## src/hw/rtl/whtf_pkg.sv

```systemverilog
// Shared constants for the window hit test block.
package whtf_pkg;

  localparam int unsigned NUM_WINDOWS_DEF = 16;
  localparam int unsigned COORD_BITS_DEF  = 12;
  localparam int unsigned ID_BITS         = 5;

  localparam logic CMD_LOAD  = 1'b0;
  localparam logic CMD_CLICK = 1'b1;

endpackage

```

## src/hw/rtl/whtf_if.sv

```systemverilog
// Input and result channel interfaces of the window hit test block.
interface whtf_in_if #(
  parameter int unsigned COORD_BITS = whtf_pkg::COORD_BITS_DEF
) ();
  logic                  valid;
  logic                  ready;
  logic                  cmd;
  logic [COORD_BITS-1:0] x_left;
  logic [COORD_BITS-1:0] y_bottom;
  logic [COORD_BITS-1:0] x_right;
  logic [COORD_BITS-1:0] y_top;

  modport source (output valid, cmd, x_left, y_bottom, x_right, y_top, input ready);
  modport sink   (input valid, cmd, x_left, y_bottom, x_right, y_top, output ready);
endinterface

interface whtf_out_if ();
  logic                         valid;
  logic                         ready;
  logic                         hit;
  logic [whtf_pkg::ID_BITS-1:0] window_id;

  modport source (output valid, hit, window_id, input ready);
  modport sink   (input valid, hit, window_id, output ready);
endinterface

```

## src/hw/rtl/window_hit_test_move_to_front.sv

```systemverilog
// Window stack with click hit test and move-to-front, run by a small sequencer.
//
//  channel | dir | beat contents                                | handshake
//  in_i    | in  | cmd, x_left, y_bottom, x_right, y_top        | valid/ready
//  out_o   | out | hit, window_id (one beat per click, none/load) | valid/ready
//
// A click tests one stack position at a time through the single compare unit
// and memory read ports, then moves a hit to the top by a read and a write per
// position above it; a miss is reported once every stored position is tested.
// A load shifts the stack the same way to put the new window on top; a load to
// a full store is dropped. in_i is ready only in the idle state. A result waits
// in the output register while the next item is taken; a finished click holds
// until that register is free. Reset empties the stack at once.
module window_hit_test_move_to_front #(
  parameter int unsigned NUM_WINDOWS = whtf_pkg::NUM_WINDOWS_DEF,
  parameter int unsigned COORD_BITS  = whtf_pkg::COORD_BITS_DEF
) (
  input  logic       clk_i,
  input  logic       rst_ni,
  whtf_in_if.sink    in_i,
  whtf_out_if.source out_o
);
  import whtf_pkg::*;

  localparam int unsigned IdxBits  = (NUM_WINDOWS > 1) ? $clog2(NUM_WINDOWS) : 1;
  localparam int unsigned CntBits  = $clog2(NUM_WINDOWS + 1);
  localparam int unsigned RectBits = 4 * COORD_BITS;
  localparam int unsigned IdWide   = IdxBits + ID_BITS;

  typedef enum logic [6:0] {
    S_IDLE  = 7'b0000001,
    S_FIND  = 7'b0000010,
    S_SLOT  = 7'b0000100,
    S_TEST  = 7'b0001000,
    S_SH_RD = 7'b0010000,
    S_SH_WR = 7'b0100000,
    S_RESP  = 7'b1000000
  } state_e;

  state_e               state_q, state_d;
  logic [CntBits-1:0]   count_q, count_d;
  logic [CntBits-1:0]   pos_q, pos_d;
  logic [CntBits-1:0]   depth_q, depth_d;
  logic [IdxBits-1:0]   slot_q, slot_d;
  logic                 click_q, click_d;
  logic                 hit_q, hit_d;
  logic                 out_valid_q, out_valid_d;
  logic                 out_hit_q, out_hit_d;
  logic [ID_BITS-1:0]   out_id_q, out_id_d;
  logic [COORD_BITS-1:0] px_q, py_q;

  logic                 accept;
  logic                 full;
  logic                 rect_we;
  logic [RectBits-1:0]  rect_rdata;
  logic                 ord_we;
  logic [IdxBits-1:0]   ord_waddr, ord_wdata, ord_raddr, ord_rdata;
  logic [CntBits-1:0]   depth_m1;
  logic                 unit_hit;
  logic [IdWide-1:0]    id_wide;

  assign in_i.ready = (state_q == S_IDLE);
  assign accept     = in_i.valid && in_i.ready;
  assign full       = (count_q == CntBits'(NUM_WINDOWS));
  assign depth_m1   = depth_q - CntBits'(1);
  assign rect_we    = accept && (in_i.cmd == CMD_LOAD) && !full;
  assign id_wide    = IdWide'(slot_q) + IdWide'(1);

  whtf_store #(
    .NUM_WINDOWS (NUM_WINDOWS),
    .COORD_BITS  (COORD_BITS)
  ) u_store (
    .clk_i        (clk_i),
    .rect_we_i    (rect_we),
    .rect_waddr_i (count_q[IdxBits-1:0]),
    .rect_wdata_i ({in_i.x_left, in_i.y_bottom, in_i.x_right, in_i.y_top}),
    .rect_raddr_i (ord_rdata),
    .rect_rdata_o (rect_rdata),
    .ord_we_i     (ord_we),
    .ord_waddr_i  (ord_waddr),
    .ord_wdata_i  (ord_wdata),
    .ord_raddr_i  (ord_raddr),
    .ord_rdata_o  (ord_rdata)
  );

  whtf_hit_unit #(
    .COORD_BITS (COORD_BITS)
  ) u_hit (
    .rect_i (rect_rdata),
    .x_i    (px_q),
    .y_i    (py_q),
    .hit_o  (unit_hit)
  );

  always_comb begin
    state_d     = state_q;
    count_d     = count_q;
    pos_d       = pos_q;
    depth_d     = depth_q;
    slot_d      = slot_q;
    click_d     = click_q;
    hit_d       = hit_q;
    out_valid_d = out_valid_q && !out_o.ready;
    out_hit_d   = out_hit_q;
    out_id_d    = out_id_q;
    ord_we      = 1'b0;
    ord_waddr   = depth_q[IdxBits-1:0];
    ord_wdata   = ord_rdata;
    ord_raddr   = pos_q[IdxBits-1:0];

    unique case (state_q)
      S_IDLE: begin
        if (accept) begin
          if (in_i.cmd == CMD_CLICK) begin
            click_d = 1'b1;
            pos_d   = '0;
            state_d = S_FIND;
          end else if (!full) begin
            // New window goes on top; everything below shifts down one.
            click_d = 1'b0;
            slot_d  = count_q[IdxBits-1:0];
            depth_d = count_q;
            count_d = count_q + CntBits'(1);
            state_d = S_SH_RD;
          end
        end
      end
      S_FIND: begin
        if (pos_q == count_q) begin
          hit_d   = 1'b0;
          state_d = S_RESP;
        end else begin
          state_d = S_SLOT;
        end
      end
      S_SLOT: begin
        // Order data is the slot; its rectangle read is issued by the store.
        slot_d  = ord_rdata;
        state_d = S_TEST;
      end
      S_TEST: begin
        if (unit_hit) begin
          hit_d   = 1'b1;
          depth_d = pos_q;
          state_d = S_SH_RD;
        end else begin
          pos_d   = pos_q + CntBits'(1);
          state_d = S_FIND;
        end
      end
      S_SH_RD: begin
        if (depth_q == '0) begin
          ord_we    = 1'b1;
          ord_waddr = '0;
          ord_wdata = slot_q;
          state_d   = click_q ? S_RESP : S_IDLE;
        end else begin
          ord_raddr = depth_m1[IdxBits-1:0];
          state_d   = S_SH_WR;
        end
      end
      S_SH_WR: begin
        ord_we  = 1'b1;
        depth_d = depth_m1;
        state_d = S_SH_RD;
      end
      S_RESP: begin
        if (!out_valid_q || out_o.ready) begin
          out_valid_d = 1'b1;
          out_hit_d   = hit_q;
          out_id_d    = hit_q ? id_wide[ID_BITS-1:0] : '0;
          state_d     = S_IDLE;
        end
      end
      default: begin
        state_d = S_IDLE;
      end
    endcase
  end

  always_ff @(posedge clk_i or negedge rst_ni) begin
    if (!rst_ni) begin
      state_q     <= S_IDLE;
      count_q     <= '0;
      out_valid_q <= 1'b0;
    end else begin
      state_q     <= state_d;
      count_q     <= count_d;
      out_valid_q <= out_valid_d;
    end
  end

  always_ff @(posedge clk_i) begin
    pos_q     <= pos_d;
    depth_q   <= depth_d;
    slot_q    <= slot_d;
    click_q   <= click_d;
    hit_q     <= hit_d;
    out_hit_q <= out_hit_d;
    out_id_q  <= out_id_d;
    if (accept) begin
      px_q <= in_i.x_left;
      py_q <= in_i.y_bottom;
    end
  end

  assign out_o.valid     = out_valid_q;
  assign out_o.hit       = out_hit_q;
  assign out_o.window_id = out_id_q;

endmodule

```

## src/hw/rtl/whtf_store.sv

```systemverilog
// Rectangle memory and stack-order memory, one write and one registered read each.
module whtf_store #(
  parameter int unsigned NUM_WINDOWS = whtf_pkg::NUM_WINDOWS_DEF,
  parameter int unsigned COORD_BITS  = whtf_pkg::COORD_BITS_DEF,
  localparam int unsigned IdxBits    = (NUM_WINDOWS > 1) ? $clog2(NUM_WINDOWS) : 1,
  localparam int unsigned RectBits   = 4 * COORD_BITS
) (
  input  logic                clk_i,
  input  logic                rect_we_i,
  input  logic [IdxBits-1:0]  rect_waddr_i,
  input  logic [RectBits-1:0] rect_wdata_i,
  input  logic [IdxBits-1:0]  rect_raddr_i,
  output logic [RectBits-1:0] rect_rdata_o,
  input  logic                ord_we_i,
  input  logic [IdxBits-1:0]  ord_waddr_i,
  input  logic [IdxBits-1:0]  ord_wdata_i,
  input  logic [IdxBits-1:0]  ord_raddr_i,
  output logic [IdxBits-1:0]  ord_rdata_o
);

  logic [RectBits-1:0] rect_mem [NUM_WINDOWS];
  logic [IdxBits-1:0]  ord_mem  [NUM_WINDOWS];

  always_ff @(posedge clk_i) begin
    if (rect_we_i) begin
      rect_mem[rect_waddr_i] <= rect_wdata_i;
    end
    rect_rdata_o <= rect_mem[rect_raddr_i];
  end

  always_ff @(posedge clk_i) begin
    if (ord_we_i) begin
      ord_mem[ord_waddr_i] <= ord_wdata_i;
    end
    ord_rdata_o <= ord_mem[ord_raddr_i];
  end

endmodule

```

## src/hw/rtl/whtf_hit_unit.sv

```systemverilog
// Shared point-in-rectangle compare, bounds inclusive.
module whtf_hit_unit #(
  parameter int unsigned COORD_BITS = whtf_pkg::COORD_BITS_DEF,
  localparam int unsigned RectBits  = 4 * COORD_BITS
) (
  input  logic [RectBits-1:0]   rect_i,
  input  logic [COORD_BITS-1:0] x_i,
  input  logic [COORD_BITS-1:0] y_i,
  output logic                  hit_o
);

  logic [COORD_BITS-1:0] left, bottom, right, top;

  // Packed as {left, bottom, right, top}.
  assign left   = rect_i[4*COORD_BITS-1:3*COORD_BITS];
  assign bottom = rect_i[3*COORD_BITS-1:2*COORD_BITS];
  assign right  = rect_i[2*COORD_BITS-1:COORD_BITS];
  assign top    = rect_i[COORD_BITS-1:0];

  assign hit_o = (left <= x_i) && (x_i <= right) && (bottom <= y_i) && (y_i <= top);

endmodule

```

## src/flat_wrapper.sv

```systemverilog
// flat-port wrapper written by rule: the top's interface ports become plain ports
module window_hit_test_move_to_front_flat import whtf_pkg::*;
#(
  parameter int unsigned NUM_WINDOWS = whtf_pkg::NUM_WINDOWS_DEF,
  parameter int unsigned COORD_BITS  = whtf_pkg::COORD_BITS_DEF
)
  (clk_i, rst_ni, in_i_valid, in_i_cmd, in_i_x_left, in_i_y_bottom, in_i_x_right, in_i_y_top, in_i_ready, out_o_valid, out_o_hit, out_o_window_id, out_o_ready);
  whtf_in_if #(.COORD_BITS(COORD_BITS)) in_i_i ();
  whtf_out_if out_o_i ();
  input  logic clk_i;
  input  logic rst_ni;
  input wire logic [$bits(in_i_i.valid)-1:0] in_i_valid;
  input wire logic [$bits(in_i_i.cmd)-1:0] in_i_cmd;
  input wire logic [$bits(in_i_i.x_left)-1:0] in_i_x_left;
  input wire logic [$bits(in_i_i.y_bottom)-1:0] in_i_y_bottom;
  input wire logic [$bits(in_i_i.x_right)-1:0] in_i_x_right;
  input wire logic [$bits(in_i_i.y_top)-1:0] in_i_y_top;
  output wire logic [$bits(in_i_i.ready)-1:0] in_i_ready;
  output wire logic [$bits(out_o_i.valid)-1:0] out_o_valid;
  output wire logic [$bits(out_o_i.hit)-1:0] out_o_hit;
  output wire logic [$bits(out_o_i.window_id)-1:0] out_o_window_id;
  input wire logic [$bits(out_o_i.ready)-1:0] out_o_ready;
  assign in_i_i.valid = in_i_valid;
  assign in_i_i.cmd = in_i_cmd;
  assign in_i_i.x_left = in_i_x_left;
  assign in_i_i.y_bottom = in_i_y_bottom;
  assign in_i_i.x_right = in_i_x_right;
  assign in_i_i.y_top = in_i_y_top;
  assign in_i_ready = in_i_i.ready;
  assign out_o_valid = out_o_i.valid;
  assign out_o_hit = out_o_i.hit;
  assign out_o_window_id = out_o_i.window_id;
  assign out_o_i.ready = out_o_ready;
  window_hit_test_move_to_front #(.NUM_WINDOWS(NUM_WINDOWS), .COORD_BITS(COORD_BITS)) u_core (.clk_i(clk_i), .rst_ni(rst_ni), .in_i(in_i_i), .out_o(out_o_i));
endmodule
```

## config.mk

```make
export PLATFORM = sky130hd
export DESIGN_NAME = window_hit_test_move_to_front_flat
export DESIGN_NICKNAME = d
export VERILOG_FILES = /design/src/hw/rtl/whtf_pkg.sv /design/src/hw/rtl/whtf_if.sv /design/src/hw/rtl/window_hit_test_move_to_front.sv /design/src/hw/rtl/whtf_store.sv /design/src/hw/rtl/whtf_hit_unit.sv /design/src/flat_wrapper.sv
export SDC_FILE = /design/constraint.sdc
export NUM_CORES = 1
export LEC_CHECK = 0
export BUFFER_PORTS_ARGS = -buffer_cell sky130_fd_sc_hd__buf_2
export CORE_ASPECT_RATIO = 1.4
export CORE_MARGIN = 2
export CORE_UTILIZATION = 55
export DETAILED_ROUTE_END_ITERATION = 7
export PLACE_DENSITY = 0.71
export REMOVE_ABC_BUFFERS = 1
export SYNTH_ARGS = -nofsm -noshare
export SYNTH_HDL_FRONTEND = slang
export SYNTH_HIERARCHICAL = 1
export SYNTH_SLANG_ARGS = --single-unit
```

## constraint.sdc

```tcl
create_clock -name clk_i -period 7.4 [get_ports clk_i]
set_clock_uncertainty 0.15 [all_clocks]
set_input_delay 0.37 -clock clk_i [delete_from_list [all_inputs] [get_ports clk_i]]
set_output_delay 0.37 -clock clk_i [all_outputs]
set_load 0.03 [all_outputs]
```

==> implementation parameters <==
Parameter                              Value

Layout
  Final net count ... 2003
  Area grow syn2layout ... 12.6%
  Area taken by flip-flops and latches ... around 0.028 mm2
  Final cell area excluding filler cells ... a little over 0.04 mm2
  # fillers ... between 4000 and 5000
  Area occupied by multi-input gates ... between 0.008 and 0.009 mm2
  Share of layout cells above drive strength 1 ... 23.3%
  Number of antenna repair diodes ... 0

Floorplan
  Num ports ... 61
  Count of standard-cell rows ... ~110
  Die area ... roughly 0.068 mm2
  X dimension of the die ... ~220 um
  Placeable Area ... around 0.065 mm2
  Initial core utilization ... between 50% and 60%
  Die height ... ~310 um

Clock tree
  Worst-skew pair later-pin latency ... approximately 640 ps
  H-tree depth ... 3
  Root cell of the clock tree ... sky130_fd_sc_hd__clkbuf_16
  CTS resizes ... 0
  Clock-pin slew of the registers on the worst-case setup and hold paths ... around 60 ps
  Total clock buffers created by CTS ... 85
  Sink Count ... 943
  CTS tree ... done
  Clk buf depth ... 3
  Number of post-CTS setup repair buffers ... 0

Power and ir drop
  Peak supply drop ... ~0.00052 V
  Fraction of power consumed by combinational cells ... 24.7%
  Sequential Power Share ... a little under half
  Clock Power Share ... 29.4%
  P per Cell Area ... between 300 and 400 mW/mm2
  Psw ... 0.00410 W
  Switching Share ... about 29%
  Leakage power of the design ... between 10 and 15 nW
  Internal power of the cells ... 0.0103 W

Placed design
  Routability-driven placement congestion ratio ... 0.847
  Count of buffers from port buffering ... 60
  DP Worst Slack ... approximately 3900 ps
  DP Wirelength ... a little under 40 mm
  Post-place instance area ... about 0.038 mm2

Worst setup path
  Critical Path AT ... around 3700 ps
  Crit start category ... flop
  Crit Path Class ... reg2reg
  Endpoint required time on the critical path ... approximately 7500 ps
  Worst setup EP type ... flop
  R2r setup slk ... around 3800 ps
  Crit Path Max Fanout ... 5

STA
  Crit path time final ... roughly 3600 ps
  Worst Tran Pin Value ... a little over 1000 ps
  Final critical-path setup slack ... between 3000 and 4000 ps
  Max-slew violations ... 0
  Remaining max-slew budget at the tightest pin ... around a third
  Timing-limited maximum frequency ... 277 MHz
  Fraction of the cycle the final worst path needs ... between 40 and 50%
  Number of setup violations in the final report ... 0
  Number of endpoints with negative hold slack in the final report ... 0
  Setup repair after global routing missed its margin ... false

Drt
  Drt first-iter violations ... around 1600
  Routed via count divided by cell count ... about 6
  Detailed-router iteration count before antenna repair ... 5
  Vias after detailed routing ... 17300
  Post-route DRC violation count ... 0
  Overall routed net length ... 71.8 mm
  Antenna violation net count after detailed routing ... 0
  Average wire length per cell after detail routing ... about 26 um

Synthesis
  Most frequent cell after synthesis ... sky130_fd_sc_hd__edfxtp_1
  Synth Register Bits ... about 940
  Count of flip-flops with a built-in enable after synthesis ... between 800 and 900
  Cell taking the most area after synthesis ... sky130_fd_sc_hd__edfxtp_1
  Mean post-synth cell area ... 20.8 um2
  Most common flop cell mapped by yosys ... sky130_fd_sc_hd__edfxtp_1
  Async S/R FF share, synth ... 1.38%
  Post-synthesis cell area ... approximately 0.036 mm2
  Post-synth top area share ... ~73%
  Count of distinct cell types in the synthesized netlist ... 55
  Most used standard cells in the synthesized netlist ... sky130_fd_sc_hd__edfxtp_1, sky130_fd_sc_hd__mux4_2, sky130_fd_sc_hd__a22oi_1
  Synthesized netlist cell count ... 1743
  Sequential fraction of the synthesis area ... roughly 77%
  Total of warnings raised by yosys ... 6
  Dominant cells by area after synthesis ... sky130_fd_sc_hd__edfxtp_1, sky130_fd_sc_hd__mux4_2, sky130_fd_sc_hd__dfxtp_1, sky130_fd_sc_hd__a22oi_1, sky130_fd_sc_hd__ha_1

Global routing
  Total GRT Usage ... a little over a fifth
  Vias in the first global route ... 18400
  Leftover overflow at the end of global routing ... 0
  Pin count of the biggest net entering global routing ... ~100
  First-pass GRT wire length ... 110 mm
  Initial antenna violation count ... 0

Worst hold path
  Type of the tightest min-delay check ... in2reg

Run status
  Result of the run ... complete, no violations

Run
  Reported max-cap violation count ... 0
[metrics by stage]
step	hold slack, ps	std cells	power, W	setup TNS [ps]	util (%)
finish	55.2	2812	0.0144	0	62.5
CTS	10.5	2812	0.0145	0	62.5
global route	41.1	2812	0.0150	0	62.5
detailed placement	127	2604	0.0103	0	57.6
floorplan	-75.6	1669	0.00969	-102530	-
global placement	121	2604	0.0102	0	57.6
[power by group through the flow]
stage / combinational (W) / sequential [W] / clock [W]
floorplan: 0.00279 / 0.00690 / 0
global placement: 0.00349 / 0.00669 / 0
detailed placement: 0.00356 / 0.00670 / 0
CTS: 0.00360 / 0.00659 / 0.00431
global route: 0.00385 / 0.00663 / 0.00450
finish: 0.00355 / 0.00659 / 0.00422
[flip-flops by register name, indices dropped and copies added (netlist names)]
register / cells
u_core/out_o.window_id: 5
u_core/out_o.valid: 1
u_core/u_store/rect_rdata_o: 48
u_core/u_store/ord_mem: 64
u_core/u_store/ord_rdata_o: 4
u_core/slot_q: 4
u_core/py_q: 12
u_core/hit_q: 1
u_core/out_o.hit: 1
u_core/u_store/rect_mem: 768
u_core/state_q: 7
u_core/click_q: 1
u_core/px_q: 12
u_core/depth_q: 5
u_core/count_q: 5
u_core/pos_q: 5
[cell families after synthesis]
logic type | after synthesis | share of synthesized area, %
fa+ha+maj | 54 | 1.86
xor+xnor | 19 | 0.459
mux | 218 | 13.2
compound gates | 159 | 3.15
flops | 943 | 76.5
simple gates | 216 | 3.11
buf+inv | 134 | 1.64
[cells in the final DEF (no fill, tap or decap), types with 10 or more instances in the layout]
cell	instances
sky130_fd_sc_hd__a22oi_1	101
sky130_fd_sc_hd__clkbuf_16	85
sky130_fd_sc_hd__nand2_1	70
sky130_fd_sc_hd__mux4_2	208
sky130_fd_sc_hd__buf_2	60
sky130_fd_sc_hd__nand4_1	15
sky130_fd_sc_hd__xnor2_1	14
sky130_fd_sc_hd__nor2_4	13
sky130_fd_sc_hd__clkbuf_1	23
sky130_fd_sc_hd__dfxtp_1	50
sky130_fd_sc_hd__inv_1	57
sky130_fd_sc_hd__buf_4	26
sky130_fd_sc_hd__edfxtp_1	878
sky130_fd_sc_hd__dfrtp_1	12
sky130_fd_sc_hd__clkinv_2	16
sky130_fd_sc_hd__nand3_1	23
sky130_fd_sc_hd__clkinv_1	14
sky130_fd_sc_hd__ha_1	54
sky130_fd_sc_hd__dlygate4sd3_1	52
sky130_fd_sc_hd__nor2_1	30
sky130_fd_sc_hd__a21oi_1	22
sky130_fd_sc_hd__nor3_1	10
[routing by layer]
layer | GRT usage, % | vias up | share of wire (%)
met5 | 0 | - | 0
met4 | 8.10 | 0 | 3.0
met3 | 2.90 | 123 | 4.6
met2 | 38.7 | 516 | 54
met1 | 26.5 | 9146 | 38
li1 | - | 7480 | -
[path summary, 6_finish.rpt]
| kind | start | endpoint | cells past startpoint |
|---|---|---|---|
| max | u_core/py_q[10] | u_core/depth_q[2] | 10 |
| min | in_i_valid | u_core/state_q[4] | 3 |
| max reg2reg | u_core/py_q[10] | u_core/depth_q[2] | 10 |
| min reg2reg | u_core/click_q | u_core/state_q[6] | 1 |
| max in group asynchronous | rst_ni | u_core/state_q[1] | 3 |
| min in group asynchronous | rst_ni | u_core/state_q[0] | 2 |
[repair_timing]
| action | CTS | global route |
|---|---|---|
| setup endpoints to repair | 0 | 0 |
| hold endpoints to repair | 808 | 0 |
| hold buffers | 52 | 0 |
[worst max-delay path, stage by stage (launching register included)]
cell and delay [ps]:
sky130_fd_sc_hd__edfxtp_1 410, sky130_fd_sc_hd__ha_1 330, sky130_fd_sc_hd__a21oi_1 170, sky130_fd_sc_hd__nand2_1 90, sky130_fd_sc_hd__a21oi_2 170, sky130_fd_sc_hd__a31oi_1 230, sky130_fd_sc_hd__nor4_2 950, sky130_fd_sc_hd__nand3b_1 130
sky130_fd_sc_hd__o21ai_0 130, sky130_fd_sc_hd__a32oi_1 100, sky130_fd_sc_hd__a21oi_1 400
[cell type report]
cell class / instances / area share (%)
Inverter: 60 / 0.552
Clock buffer: 112 / 5.56
Timing Repair Buffer: 140 / 2.59
Clock inverter: 44 / 0.969
Tap cell: 847 / 2.60
Multi-Input combinational cell: 666 / 19.7
Sequential cell: 943 / 68.0
No activity file was read; power rests on OpenSTA's default activity.
